`src/hdl/anhs_pkg.sv`:
```
package anhs_pkg;

   localparam int BYTE_W = 8;
   localparam int HIST_DEPTH = 4;
   localparam int SPS_BYTES = 3;

   localparam logic [4:0] NAL_TYPE_IDR = 5'd5;
   localparam logic [4:0] NAL_TYPE_SPS = 5'd7;

   // defaults give the codec string avc1.42E01E
   localparam logic [BYTE_W-1:0] DEFAULT_PROFILE = 8'h42;
   localparam logic [BYTE_W-1:0] DEFAULT_CONSTRAINT = 8'hE0;
   localparam logic [BYTE_W-1:0] DEFAULT_LEVEL = 8'h1E;

   localparam logic [2:0] SEEN_MAX = 3'd5;
   localparam logic [2:0] SEEN_SHORT = 3'd3;
   localparam logic [2:0] SEEN_LONG = 3'd4;
   localparam logic [1:0] SPS_LAST_IDX = 2'd2;

   typedef logic [BYTE_W-1:0] byte_type;

   typedef struct packed {
      logic     is_key;
      logic     sps_found;
      byte_type profile_byte;
      byte_type constraint_byte;
      byte_type level_byte;
   } result_type;

endpackage

```
`src/hdl/anhs_scan_core.sv`:
```
module anhs_scan_core (
   input  logic                 clock,
   input  logic                 reset,
   input  logic                 step_en,
   input  anhs_pkg::byte_type   data_byte,
   input  logic                 last,
   output anhs_pkg::result_type result
);
   import anhs_pkg::*;

   byte_type   hist_ff [HIST_DEPTH];
   byte_type   hist_in [HIST_DEPTH];
   logic [2:0] seen_ff, seen_in;
   logic       key_ff, key_in;
   logic       pend_ff, pend_in;
   logic       long_ff, long_in;
   logic [1:0] taken_ff, taken_in;
   byte_type   cap_ff [SPS_BYTES];
   byte_type   cap_in [SPS_BYTES];
   logic       done_ff, done_in;

   logic       short_sc;
   logic       long_sc;
   logic [4:0] nal_type;

   assign short_sc = (seen_ff >= SEEN_SHORT) && (hist_ff[2] == '0) &&
                     (hist_ff[1] == '0) && (hist_ff[0] == byte_type'(1));
   assign long_sc = short_sc && (seen_ff >= SEEN_LONG) && (hist_ff[3] == '0);
   assign nal_type = data_byte[4:0];

   always_comb begin
      key_in = key_ff;
      pend_in = pend_ff;
      long_in = long_ff;
      taken_in = taken_ff;
      done_in = done_ff;
      for (int i = 0; i < SPS_BYTES; i++) begin
         cap_in[i] = cap_ff[i];
      end
      if (pend_ff) begin
         // collect profile, constraint and level after the sps header
         cap_in[taken_ff] = data_byte;
         taken_in = taken_ff + 2'd1;
         if (taken_ff == SPS_LAST_IDX) begin
            pend_in = 1'b0;
            if (!last || long_ff) begin
               done_in = 1'b1;
            end
         end
      end else if (short_sc) begin
         if (nal_type == NAL_TYPE_IDR && (!last || long_sc)) begin
            key_in = 1'b1;
         end
         if (nal_type == NAL_TYPE_SPS && !done_ff) begin
            pend_in = 1'b1;
            long_in = long_sc;
            taken_in = 2'd0;
         end
      end
      hist_in[0] = data_byte;
      for (int i = 1; i < HIST_DEPTH; i++) begin
         hist_in[i] = hist_ff[i-1];
      end
      seen_in = (seen_ff < SEEN_MAX) ? seen_ff + 3'd1 : seen_ff;
   end

   always_comb begin
      result.is_key = key_in;
      result.sps_found = done_in;
      result.profile_byte = done_in ? cap_in[0] : DEFAULT_PROFILE;
      result.constraint_byte = done_in ? cap_in[1] : DEFAULT_CONSTRAINT;
      result.level_byte = done_in ? cap_in[2] : DEFAULT_LEVEL;
   end

   always_ff @(posedge clock) begin
      if (reset) begin
         seen_ff <= '0;
         key_ff <= 1'b0;
         pend_ff <= 1'b0;
         long_ff <= 1'b0;
         taken_ff <= '0;
         done_ff <= 1'b0;
      end else if (step_en) begin
         if (last) begin
            // buffer ends, next request starts a fresh scan
            seen_ff <= '0;
            key_ff <= 1'b0;
            pend_ff <= 1'b0;
            long_ff <= 1'b0;
            taken_ff <= '0;
            done_ff <= 1'b0;
         end else begin
            seen_ff <= seen_in;
            key_ff <= key_in;
            pend_ff <= pend_in;
            long_ff <= long_in;
            taken_ff <= taken_in;
            done_ff <= done_in;
         end
      end
   end

   always_ff @(posedge clock) begin
      if (step_en) begin
         for (int i = 0; i < HIST_DEPTH; i++) begin
            hist_ff[i] <= hist_in[i];
         end
         for (int i = 0; i < SPS_BYTES; i++) begin
            cap_ff[i] <= cap_in[i];
         end
      end
   end

   a_pend_not_done: assert property (@(posedge clock) disable iff (reset)
      !(pend_ff && done_ff))
      else $error("sps collection pending after capture done");

   a_taken_range: assert property (@(posedge clock) disable iff (reset)
      pend_ff |-> (taken_ff != 2'd3))
      else $error("sps byte count overran");

   a_last_clears: assert property (@(posedge clock) disable iff (reset)
      (step_en && last) |=> (seen_ff == '0 && !key_ff && !pend_ff && !done_ff))
      else $error("state not cleared after last byte");

endmodule

```
`src/hdl/annexb_nal_header_scanner.sv`:
```
// a request is registered in s1, then scanned; the result is registered in rsp_ff once
// the request carrying last leaves s1
// throughput: one request per cycle, the scan state updates once per byte
// a stall only arises when a last request meets a result still waiting on the output
// reset: synchronous active high, clears both valid flags and the scan control state
module annexb_nal_header_scanner (
   input  logic                     clock,
   input  logic                     reset,
   input  logic                     req_valid,
   output logic                     req_ready,
   input  logic [7:0]               req_data_byte,
   input  logic                     req_last,
   output logic                     rsp_valid,
   input  logic                     rsp_ready,
   output logic                     rsp_is_key,
   output logic                     rsp_sps_found,
   output logic [7:0]               rsp_profile_byte,
   output logic [7:0]               rsp_constraint_byte,
   output logic [7:0]               rsp_level_byte
);
   import anhs_pkg::*;

   logic       s1_valid_ff, s1_valid_in;
   byte_type   s1_data_ff;
   logic       s1_last_ff;
   logic       rsp_valid_ff, rsp_valid_in;
   result_type rsp_ff;
   result_type scan_result;
   logic       out_free;
   logic       s1_advance;
   logic       rsp_load;

   assign out_free = !rsp_valid_ff || rsp_ready;
   assign s1_advance = s1_valid_ff && (!s1_last_ff || out_free);
   assign req_ready = !s1_valid_ff || s1_advance;
   assign rsp_load = s1_advance && s1_last_ff;

   anhs_scan_core u_core (
      .clock     (clock),
      .reset     (reset),
      .step_en   (s1_advance),
      .data_byte (s1_data_ff),
      .last      (s1_last_ff),
      .result    (scan_result)
   );

   always_comb begin
      s1_valid_in = s1_valid_ff;
      if (req_ready) begin
         s1_valid_in = req_valid;
      end
      rsp_valid_in = rsp_valid_ff;
      if (rsp_load) begin
         rsp_valid_in = 1'b1;
      end else if (rsp_ready) begin
         rsp_valid_in = 1'b0;
      end
   end

   always_ff @(posedge clock) begin
      if (reset) begin
         s1_valid_ff <= 1'b0;
         rsp_valid_ff <= 1'b0;
      end else begin
         s1_valid_ff <= s1_valid_in;
         rsp_valid_ff <= rsp_valid_in;
      end
   end

   always_ff @(posedge clock) begin
      if (req_ready && req_valid) begin
         s1_data_ff <= req_data_byte;
         s1_last_ff <= req_last;
      end
      if (rsp_load) begin
         rsp_ff <= scan_result;
      end
   end

   assign rsp_valid = rsp_valid_ff;
   assign rsp_is_key = rsp_ff.is_key;
   assign rsp_sps_found = rsp_ff.sps_found;
   assign rsp_profile_byte = rsp_ff.profile_byte;
   assign rsp_constraint_byte = rsp_ff.constraint_byte;
   assign rsp_level_byte = rsp_ff.level_byte;

   a_stall_only_on_last: assert property (@(posedge clock) disable iff (reset)
      !req_ready |-> (s1_valid_ff && s1_last_ff && rsp_valid_ff && !rsp_ready))
      else $error("input stalled without a pending result");

   a_load_gives_valid: assert property (@(posedge clock) disable iff (reset)
      rsp_load |=> rsp_valid_ff)
      else $error("result lost after last request");

   a_default_bytes: assert property (@(posedge clock) disable iff (reset)
      (rsp_valid_ff && !rsp_ff.sps_found) |->
         (rsp_ff.profile_byte == DEFAULT_PROFILE &&
          rsp_ff.constraint_byte == DEFAULT_CONSTRAINT &&
          rsp_ff.level_byte == DEFAULT_LEVEL))
      else $error("default sps bytes wrong");

endmodule
```
`config.mk`:
```
export PLATFORM = sky130hd
export DESIGN_NAME = annexb_nal_header_scanner
export DESIGN_NICKNAME = d
export VERILOG_FILES = /design/src/hdl/anhs_pkg.sv /design/src/hdl/anhs_scan_core.sv /design/src/hdl/annexb_nal_header_scanner.sv
export SDC_FILE = /design/constraint.sdc
export NUM_CORES = 1
export LEC_CHECK = 0
export ABC_CLOCK_PERIOD_IN_PS = 5300
export BUFFER_PORTS_ARGS = -buffer_cell sky130_fd_sc_hd__clkbuf_2
export CAP_MARGIN = 20
export CORE_ASPECT_RATIO = 0.9
export CORE_MARGIN = 2
export CORE_UTILIZATION = 32
export DETAILED_ROUTE_END_ITERATION = 12
export HOLD_SLACK_MARGIN = 0.02
export PLACE_DENSITY = 0.49
export SLEW_MARGIN = 15
export SYNTH_ARGS = -nofsm -noshare
export SYNTH_HDL_FRONTEND = slang
export SYNTH_HIERARCHICAL = 1
export SYNTH_SLANG_ARGS = --single-unit
```
`constraint.sdc`:
```
create_clock -name clock -period 5.3 [get_ports clock]
set_input_delay 0.795 -clock clock [delete_from_list [all_inputs] [get_ports clock]]
set_output_delay 0.795 -clock clock [all_outputs]
set_load 0.05 [all_outputs]
```
==> impl_metrics.json, run 1 <==
{
  "status": "finished, final reports clean",
  "drt_iter0_drc": 154,
  "ys_ff_latch": 102,
  "grt_usage_pct": 11.4,
  "swShare_pct": 21.2,
  "setup_tns_ps": 0,
  "wirelength_mm": 7.27,
  "combPwrFrac_pct": 3.3,
  "num_vias": 2107,
  "nNetsFinal": 305,
  "finalCriticalPeriod_ps": 2650,
  "grt_max_degree": 54,
  "grt_overflow": 0,
  "area_growth_pct": 16.4,
  "remaining_drc_errors": 0,
  "route.met2.wl_mm": 3.52,
  "fin_hold_ws_ps": 466,
  "avgSynthCellArea_um2": 16.8,
  "clkPwrFrac_pct": 38.0,
  "setup.worst_path.class": "in -> reg",
  "synthesis.area_mm2": 0.00404,
  "place_hpwl_mm": 4.70,
  "endpoint_kind": "flip-flop",
  "arrival_ps": 2860,
  "crit_path_max_fanout": 53,
  "slowest_delay_ps": 640,
  "wl_met1_mm": 3.45,
  "n_antenna_cell": 0,
  "dp_slack_ps": 2290,
  "clockRootBuffer": "clkbuf_16",
  "gp_routability_congestion": 0.735,
  "max_freq_mhz": 377,
  "crit_chain": "clkbuf_2, and2b_1, a21boi_4, buf_4, nand3b_1, nor3_1, o41ai_1",
  "fin_worst_skew_ps": 7.28,
  "vdd_drop_max_mv": 0.197,
  "vias_per_cell": 4.68,
  "first_pass_iters": 4,
  "postCtsResizedCells": 0,
  "min_path_type": "reg -> reg",
  "row_count": 38,
  "dieArea_mm2": 0.0135,
  "wl_per_cell_um": 16.1,
  "grt_pass1_vias": 2190,
  "antenna_found_initial": 0,
  "portBuffers": 40,
  "netlist_instances": 241,
  "clk_latency_ps": 330,
  "clkTransAtPathRegs_ps": 60,
  "met3_length_um": 234,
  "worstPathRequired_ps": 5510,
  "p_leak_nw": 1.56,
  "power_mw": 1.55,
  "cts_buffers": 9,
  "core_mm2": 0.0122,
  "ios": 41,
  "cp_slowest_cell": "buf_4",
  "hold_viol_final": 0,
  "fp.dieH_um": 111,
  "cts.htree.levels": 3,
  "p_sw_uw": 328,
  "grt_pass1_wl_mm": 11.8,
  "dr.max_layer_used": "met4",
  "fin_util_pct": 38.6,
  "internal_power_mw": 1.22,
  "maxCapViolCount": 0,
  "drtAntennaViolNets": 0,
  "slew_violations": 0,
  "chipWidth_um": 122,
  "initial_core_util_pct": 33.2,
  "synth_nets": 259,
  "yosysUniqueCellTypes": 43,
  "drive_above_1_share_pct": 33.8,
  "slew_headroom_pct": 55.7,
  "clock_path_buffers": 2,
  "p_per_area_mw_per_mm2": 330,
  "cts.sinks": 102,
  "startpoint_type": "input pin",
  "worst_pin_slew_ps": 664,
  "post-route-period-util_pct": 50.0,
  "holdBufCountCts": 0,
  "rsz0062_at_grt": "no",
  "fin_ws_ps": 2650,
  "setup_violations": 0,
  "yosys_warnings": 6,
  "cts_setup_buffers": 0,
  "seqPwrFrac_pct": 58.7,
  "synth_seq_area_share_pct": 73.1,
  "tritoncts": "yes"
}
-- area by class of cell --
type,count,area (um^2)
clock buffer,9,225
clock inverter,5,37.5
fill,1174,7470
inverter,4,15.0
multi-input combinational,127,1050
sequential,102,2950
tap,160,200
timing repair buffer,43,226
-- routing by layer --
| metal | vias to the layer above | GRT usage, % |
|---|---|---|
| li1 | 1018 | - |
| met1 | 1054 | 15.9 |
| met2 | 30 | 17.6 |
| met3 | 5 | 3.05 |
| met4 | 0 | 2.99 |
| met5 | - | 0 |
-- through the flow --
| step | std cells | area, um^2 |
|---|---|---|
| global route | 450 | 4700 |
| global placement | 435 | 4430 |
| CTS | 449 | 4690 |
| detailed placement | 435 | 4430 |
| finish | 450 | 4700 |
| floorplan | 241 | 4040 |
-- power by group through the flow --
stage	combinational (mW)	clock, mW	sequential (mW)
floorplan	0.0227	0	0.937
global placement	0.0508	0	0.927
detailed placement	0.0517	0	0.928
CTS	0.0522	0.611	0.910
global route	0.0557	0.638	0.912
finish	0.0511	0.590	0.910
-- sequential cells by signal (all words and copies together), names as in the netlist --
signal	flops
s1_data_ff	8
u_core/pend_ff	1
u_core/long_ff	1
u_core/cap_ff	24
u_core/seen_ff	3
rsp_level_byte	8
u_core/taken_ff	2
rsp_constraint_byte	8
s1_valid_ff	1
u_core/key_ff	1
u_core/hist_ff	32
rsp_profile_byte	8
rsp_is_key	1
rsp_sps_found	1
rsp_valid	1
u_core/done_ff	1
s1_last_ff	1
-- synth_stat cells, drive strengths merged --
cell	number	share of area [%]
and3b	1	0.22
nor3	1	0.12
nand2	7	0.84
nor2b	2	0.31
a211o	1	0.22
or3	1	0.15
ha	5	1.5
a31oi	1	0.15
and4bb	1	0.31
mux2i	1	0.25
a21oi	8	0.99
o21a	3	0.56
a21o	2	0.37
or3b	1	0.22
edfxtp	91	68
mux2	24	6.7
inv	4	0.37
and2	16	2.5
and2b	1	0.19
nand2b	13	2.0
o21ai	3	0.37
nor3b	1	0.19
buf	3	0.50
nand4b	3	0.81
clkbuf	5	0.46
nand3b	2	0.37
a21boi	1	0.19
dfxtp	11	5.5
o21bai	1	0.28
o41ai	1	0.22
nor4	10	2.7
nand4	5	1.1
nor2	8	0.74
nor4b	1	0.59
a211oi	1	0.19
o32ai	1	0.22
-- cells by family (layout without fill, tap and decap cells) --
family                     Yosys count  after routing  synth area share (%)
DFF                                102            102                  73.1
and+or+nand+nor                     74             74                  13.3
muxes                               25             25                  6.94
AOI/OAI and AO/OA                   23             23                  3.75
buffers and inverters               12             61                  1.33
adders and majority gates            5              5                  1.55
-- worst paths after layout --
| kind | cells after the start | from | slack, ps | endpoint |
|---|---|---|---|---|
| max reg2reg | 5 | s1_last_ff | 2700 | u_core/taken_ff[0] |
| min reg2reg | 0 | u_core/hist_ff[0][0] | 470 | u_core/hist_ff[1][0] |
| max | 7 | rsp_ready | 2650 | u_core/taken_ff[0] |
| min | 0 | u_core/hist_ff[0][0] | 470 | u_core/hist_ff[1][0] |
-- cells in the final DEF, fill, tap and decap left out, types with 3 or more instances in the layout --
master     count
a21oi_1        8
and2_1        16
clkbuf_16      9
clkbuf_2      40
dfxtp_1       11
edfxtp_1      91
ha_1           5
inv_1          4
mux2_2        24
nand2_1        4
nand2_2        3
nand2b_1      13
nand4_1        3
nor2_1         7
nor4_1         4
nor4_2         5
o21a_1         3
-- critical path, delay by kind of cell --
| family | cells | cell delay (ps) |
|---|---|---|
| compound gates | 2 | 620 |
| buf+inv | 2 | 730 |
| simple gates | 3 | 710 |
Power figures use the tool's default switching activity.
==> run 2: changes to the inputs <==
--- a/config.mk
+++ b/config.mk
@@ -5,7 +5,7 @@
 export SDC_FILE = /design/constraint.sdc
 export NUM_CORES = 1
 export LEC_CHECK = 0
-export ABC_CLOCK_PERIOD_IN_PS = 5300
+export ABC_CLOCK_PERIOD_IN_PS = 2700
 export BUFFER_PORTS_ARGS = -buffer_cell sky130_fd_sc_hd__clkbuf_2
 export CAP_MARGIN = 20
 export CORE_ASPECT_RATIO = 0.9
==> constraint.sdc (replaced) <==
create_clock -name clock -period 2.7 [get_ports clock]
set_input_delay 0.405 -clock clock [delete_from_list [all_inputs] [get_ports clock]]
set_output_delay 0.405 -clock clock [all_outputs]
set_load 0.05 [all_outputs]
==> run 2 against run 1 <==
Design area rose by 0.93%. Clock power up 110%. Hold slack got worse by 230 ps. Largest power group unchanged.
==> impl_metrics.json, run 2 (synthesized netlist as in run 1, its figures left out) <==
{
  "status": "finished, final reports clean",
  "crit_path_max_fanout": 34,
  "drive_above_1_share_pct": 34.4,
  "clockRootBuffer": "clkbuf_16",
  "max_freq_mhz": 511,
  "place_hpwl_mm": 4.80,
  "setup_tns_ps": 0,
  "reg2reg_from": "rsp_valid",
  "crit_chain": "and2b_1, a21boi_4, buf_4",
  "antenna_found_initial": 0,
  "hold_viol_final": 0,
  "register_area_mm2": 0.00295,
  "layout_commonest_cell": "edfxtp_1",
  "cts.htree.levels": 3,
  "n_antenna_cell": 0,
  "critPathBufInv": 1,
  "num_vias": 2134,
  "final_area_mm2": 0.00475,
  "placed_area_mm2": 0.00446,
  "arrival_ps": 1950,
  "grt_max_degree": 35,
  "power_mw": 3.11,
  "startpoint_type": "flip-flop",
  "largest_register_ffs": 32,
  "maxCapViolCount": 0,
  "cts.sinks": 102,
  "initial_core_util_pct": 33.2,
  "area_growth_pct": 17.5,
  "cts_buffers": 9,
  "post-route-period-util_pct": 72.4,
  "grt_usage_pct": 11.2,
  "wirelength_mm": 7.31,
  "portBuffers": 40,
  "slew_violations": 0,
  "remaining_drc_errors": 0,
  "rsz0062_at_grt": "no",
  "p_leak_nw": 1.58,
  "multi_input_area_mm2": 0.00105,
  "worst_pin_slew_ps": 638,
  "endpoint_kind": "flip-flop",
  "setup.worst_path.end": "u_core/hist_ff[1][2]",
  "grt_pass1_wl_mm": 11.6,
  "fin_worst_skew_ps": 7.81,
  "tritoncts": "yes",
  "core_mm2": 0.0122,
  "vias_per_cell": 4.70,
  "path_depth": 3,
  "worstPathRequired_ps": 2690,
  "dp_slack_ps": 540,
  "holdBufCountCts": 0,
  "r2r-end": "u_core/hist_ff[1][2]",
  "grt_overflow": 0,
  "gp_routability_congestion": 0.759,
  "postCtsResizedCells": 0,
  "min_path_type": "in -> reg",
  "wl_per_cell_um": 16.1,
  "reg2regPathDepth": 3,
  "ios": 41,
  "finalCriticalPeriod_ps": 1960,
  "drtAntennaViolNets": 0,
  "fin_ws_ps": 744,
  "nNetsFinal": 307,
  "clock_path_buffers": 2,
  "slew_headroom_pct": 57.3,
  "dieArea_mm2": 0.0135,
  "critPathTopFamily": "compound AO/OA/AOI/OAI gates",
  "top_register": "u_core/hist_ff",
  "clk_latency_ps": 340,
  "slowest_delay_ps": 540,
  "cp-startpoint": "rsp_valid",
  "largestRegisters": "u_core/hist_ff (32), u_core/cap_ff (24)",
  "chipWidth_um": 122,
  "grt_pass1_vias": 2137,
  "reg2reg_slack_ps": 740,
  "most-common-layout-cells": "edfxtp_1 (91), clkbuf_2 (40), mux2_2 (24), and2_1 (16), nand2b_1 (13)",
  "cp_slowest_cell": "a21boi_4",
  "row_count": 38,
  "fp.dieH_um": 111,
  "p_per_area_mw_per_mm2": 655,
  "drt_iter0_drc": 121,
  "cts_setup_buffers": 0,
  "setup_violations": 0,
  "first_pass_iters": 4,
  "min_path_cells": 1,
  "vdd_drop_max_mv": 0.376,
  "nFillCells": 1168,
  "clkTransAtPathRegs_ps": 70,
  "setup.worst_path.class": "reg -> reg"
}
[run 2: where the power goes]
part / total, mW / switching (mW) / internal (mW)
combinational: 0.107 / 0.0769 / 0.0304
clock: 1.22 / 0.582 / 0.637
sequential: 1.78 / 0.0291 / 1.75
[run 2: through the flow]
| stage | instances | hold slack (ps) | utilization (%) |
|---|---|---|---|
| 6_report | 454 | 236 | 39.0 |
| 2_1_floorplan | 241 | 428 | - |
| 4_1_cts | 454 | 223 | 39.0 |
| 3_3_place_gp | 438 | 446 | 36.7 |
| 3_5_place_dp | 438 | 457 | 36.7 |
| 5_1_grt | 454 | 224 | 39.0 |
[run 2: cell type report]
cell class / count / area share (%)
well taps: 160 / 4.22
clock inverters: 7 / 1.21
clock buffers: 9 / 4.74
inverters: 4 / 0.316
flip-flops and latches: 102 / 62.2
multi-input cells: 127 / 22.0
repair buffers: 45 / 5.27
[run 2: worst min-delay path by stage]
stage	start	end	slack [ps]
2_1_floorplan	u_core/hist_ff[0][0]	u_core/hist_ff[1][0]	430
3_5_place_dp	u_core/long_ff	u_core/long_ff	460
6_report	req_data_byte[4]	s1_data_ff[4]	240
5_1_grt	req_data_byte[5]	s1_data_ff[5]	220
3_3_place_gp	u_core/hist_ff[0][0]	u_core/hist_ff[1][0]	450
4_1_cts	req_data_byte[4]	s1_data_ff[4]	220
[run 2: layer usage]
layer | GRT usage, % | vias up | wire length [um]
li1 | - | 1017 | -
met1 | 16.2 | 1079 | 3680
met2 | 16.5 | 32 | 3340
met3 | 2.48 | 6 | 206
met4 | 3.91 | 0 | 82
met5 | 0 | - | 0
==> run 3: changes to the inputs <==
--- a/config.mk
+++ b/config.mk
@@ -5,7 +5,8 @@
 export SDC_FILE = /design/constraint.sdc
 export NUM_CORES = 1
 export LEC_CHECK = 0
-export ABC_CLOCK_PERIOD_IN_PS = 2700
+export ABC_AREA = 1
+export ABC_CLOCK_PERIOD_IN_PS = 1850
 export BUFFER_PORTS_ARGS = -buffer_cell sky130_fd_sc_hd__clkbuf_2
 export CAP_MARGIN = 20
 export CORE_ASPECT_RATIO = 0.9
==> constraint.sdc (replaced) <==
create_clock -name clock -period 1.85 [get_ports clock]
set_input_delay 0.2775 -clock clock [delete_from_list [all_inputs] [get_ports clock]]
set_output_delay 0.2775 -clock clock [all_outputs]
set_load 0.05 [all_outputs]
==> run 3 against run 2 <==
Hold slack got worse by 130 ps. Die area increased by 0.57%. Final cell count increased by 21%. Total power increased by 44%. First-iteration DRC count increased by 21%. Flip-flop and latch count unchanged. Wire length increased by 2.7%. Core utilization decreased by 1.1 points. Combinational power increased by 79%. Clock skew increased by 1.6 ps. Sequential share of layout area increased by 0.063 points. Via count increased by 10%. Largest cell class unchanged.
==> impl_metrics.json, run 3 <==
{
  "row_count": 39,
  "cts_setup_buffers": 0,
  "wirelength_mm": 7.50,
  "grt_max_degree": 33,
  "rsz0062_at_grt": "no",
  "crit_chain": "inv_1, ha_1, nand2_4, o21ai_4, inv_4, or2_1",
  "top_register": "u_core/hist_ff",
  "synth_top_area_share_pct": 67.3,
  "initial_core_util_pct": 32.4,
  "met2_usage_pct": 18.1,
  "cp_slowest_cell": "dfxtp_1",
  "chipWidth_um": 123,
  "internal_power_mw": 3.52,
  "holdBufCountCts": 0,
  "setup.worst_path.class": "reg -> reg",
  "dieArea_mm2": 0.0136,
  "min_path_type": "in -> reg",
  "synth_nets": 350,
  "antenna_found_initial": 0,
  "arrival_ps": 1670,
  "async_flop_share_pct": 0,
  "power_mw": 4.48,
  "largestRegisters": "u_core/hist_ff (32), u_core/cap_ff (24)",
  "swShare_pct": 21.4,
  "first_pass_iters": 4,
  "setup_violations": 0,
  "netlist_instances": 332,
  "cts.htree.levels": 3,
  "maxCapViolCount": 0,
  "synth_most_common_cell": "edfxtp_1",
  "drtAntennaViolNets": 0,
  "portBuffers": 40,
  "synth_common_cells": "edfxtp_1 (91), nand2_1 (67), inv_1 (48), nor2_1 (30), o21ai_0 (25)",
  "status": "finished, final reports clean",
  "grt_overflow": 0,
  "num_vias": 2356,
  "critPathTopFamily": "simple AND/OR/NAND/NOR gates",
  "fp.dieH_um": 111,
  "tritoncts": "yes",
  "combPwrFrac_pct": 4.3,
  "nFillCells": 1212,
  "grt_pass1_wl_mm": 12.4,
  "ios": 41,
  "layout_commonest_cell": "edfxtp_1",
  "startpoint_type": "flip-flop",
  "endpoint_kind": "flip-flop",
  "hold_viol_final": 0,
  "drive_above_1_share_pct": 19.7,
  "clkPwrFrac_pct": 37.8,
  "p_per_area_mw_per_mm2": 944,
  "yosysUniqueCellTypes": 28,
  "remaining_drc_errors": 0,
  "avgSynthCellArea_um2": 12.2,
  "fin_worst_skew_ps": 9.46,
  "vias_per_cell": 4.28,
  "yosys-top-cells-area": "edfxtp_1 (67%), nand2_1 (6.2%), dfxtp_1 (5.4%)",
  "p_leak_nw": 1.88,
  "gr-usage-met1_pct": 16.4,
  "worst_pin_slew_ps": 466,
  "gp_routability_congestion": 0.777,
  "most-common-layout-cells": "edfxtp_1 (91), nand2_1 (66), inv_1 (44), clkbuf_2 (40), nor2_1 (28)",
  "p_sw_uw": 959,
  "wl_per_cell_um": 13.6,
  "vdd_drop_max_mv": 0.491,
  "yosys_warnings": 6,
  "finalCriticalPeriod_ps": 1590,
  "stdcell_count": 550,
  "area_growth_pct": 16.9,
  "postCtsResizedCells": 0,
  "clock_path_buffers": 2,
  "drt_iter0_drc": 146,
  "crit_path_max_fanout": 18,
  "core_mm2": 0.0125,
  "synth-edff-count": 91,
  "synth_top_flop_cell": "edfxtp_1",
  "seqPwrFrac_pct": 57.9,
  "place_hpwl_mm": 5.10,
  "clk_latency_ps": 340,
  "slowest_delay_ps": 320,
  "yosysTopAreaCell": "edfxtp_1",
  "largest_register_ffs": 32,
  "dp_cells": 534,
  "slew_headroom_pct": 68.9,
  "post-route-period-util_pct": 85.8,
  "worstPathRequired_ps": 1930,
  "cts_buffers": 9,
  "synth_seq_area_share_pct": 72.7,
  "busiest_layer": "met2",
  "synthesis.area_mm2": 0.00406,
  "grt.met3_usage_pct": 4.27,
  "clockRootBuffer": "clkbuf_16",
  "max_freq_mhz": 630,
  "critPathBufInv": 2,
  "nNetsFinal": 399,
  "clkTransAtPathRegs_ps": 60,
  "cts.sinks": 102,
  "ys_ff_latch": 102,
  "n_antenna_cell": 0,
  "slew_violations": 0,
  "grt_usage_pct": 12.1,
  "grt_pass1_vias": 2391
}
## run 3: cell families after synthesis
family          synth area share, %
simple gates                   13.7
flops                          72.7
buf+inv                        6.34
compound gates                 5.73
fa+ha+maj                      1.54
## run 3: layout make-up
| cell class | instances | area (um^2) | share of cell area (%) |
|---|---|---|---|
| Timing Repair Buffer | 45 | 263 | 5.53 |
| Clock buffer | 12 | 236 | 4.98 |
| Tap cell | 164 | 205 | 4.32 |
| Sequential cell | 102 | 2960 | 62.3 |
| Multi-Input combinational cell | 173 | 868 | 18.3 |
| Clock inverter | 4 | 25.0 | 0.527 |
| Inverter | 50 | 194 | 4.08 |
## run 3: final timing paths
kind | endpoint | slack [ps] | start | depth (start not counted)
max | rsp_level_byte[2] | 260 | u_core/taken_ff[0] | 6
min reg2reg | u_core/hist_ff[1][6] | 450 | u_core/hist_ff[0][6] | 0
min | s1_data_ff[2] | 110 | req_data_byte[2] | 1
max reg2reg | rsp_level_byte[2] | 260 | u_core/taken_ff[0] | 6
## run 3: metal layers
layer	part of all wire (%)	up-vias
li1	-	1211
met1	50	1103
met2	46	38
met3	3.6	4
met4	0.68	0
met5	0	-
## run 3: metrics by stage
stage	cell area, um^2	worst slack (ps)	utilization, %	hold slack [ps]	setup TNS (ps)
5_1_grt	4750	158	37.9	89.5	0
6_report	4750	262	37.9	110	0
3_3_place_gp	4490	303	35.8	431	0
2_1_floorplan	4090	-345	-	340	-8680
3_5_place_dp	4490	271	35.8	434	0
4_1_cts	4750	264	37.9	90.6	0
## run 3: power by group through the flow
stage	Sequential (mW)	Clock (mW)	Combinational [mW]
floorplan	2.68	0	0.0809
CTS	2.59	1.77	0.196
global placement	2.64	0	0.194
global route	2.60	1.85	0.213
detailed placement	2.65	0	0.196
finish	2.59	1.70	0.191
## run 3: worst reg2reg max path: stages (launching register included)
cell and delay, ps:
dfxtp_1 320, inv_1 100, ha_1 200, nand2_4 150
o21ai_4 220, inv_4 90, or2_1 250
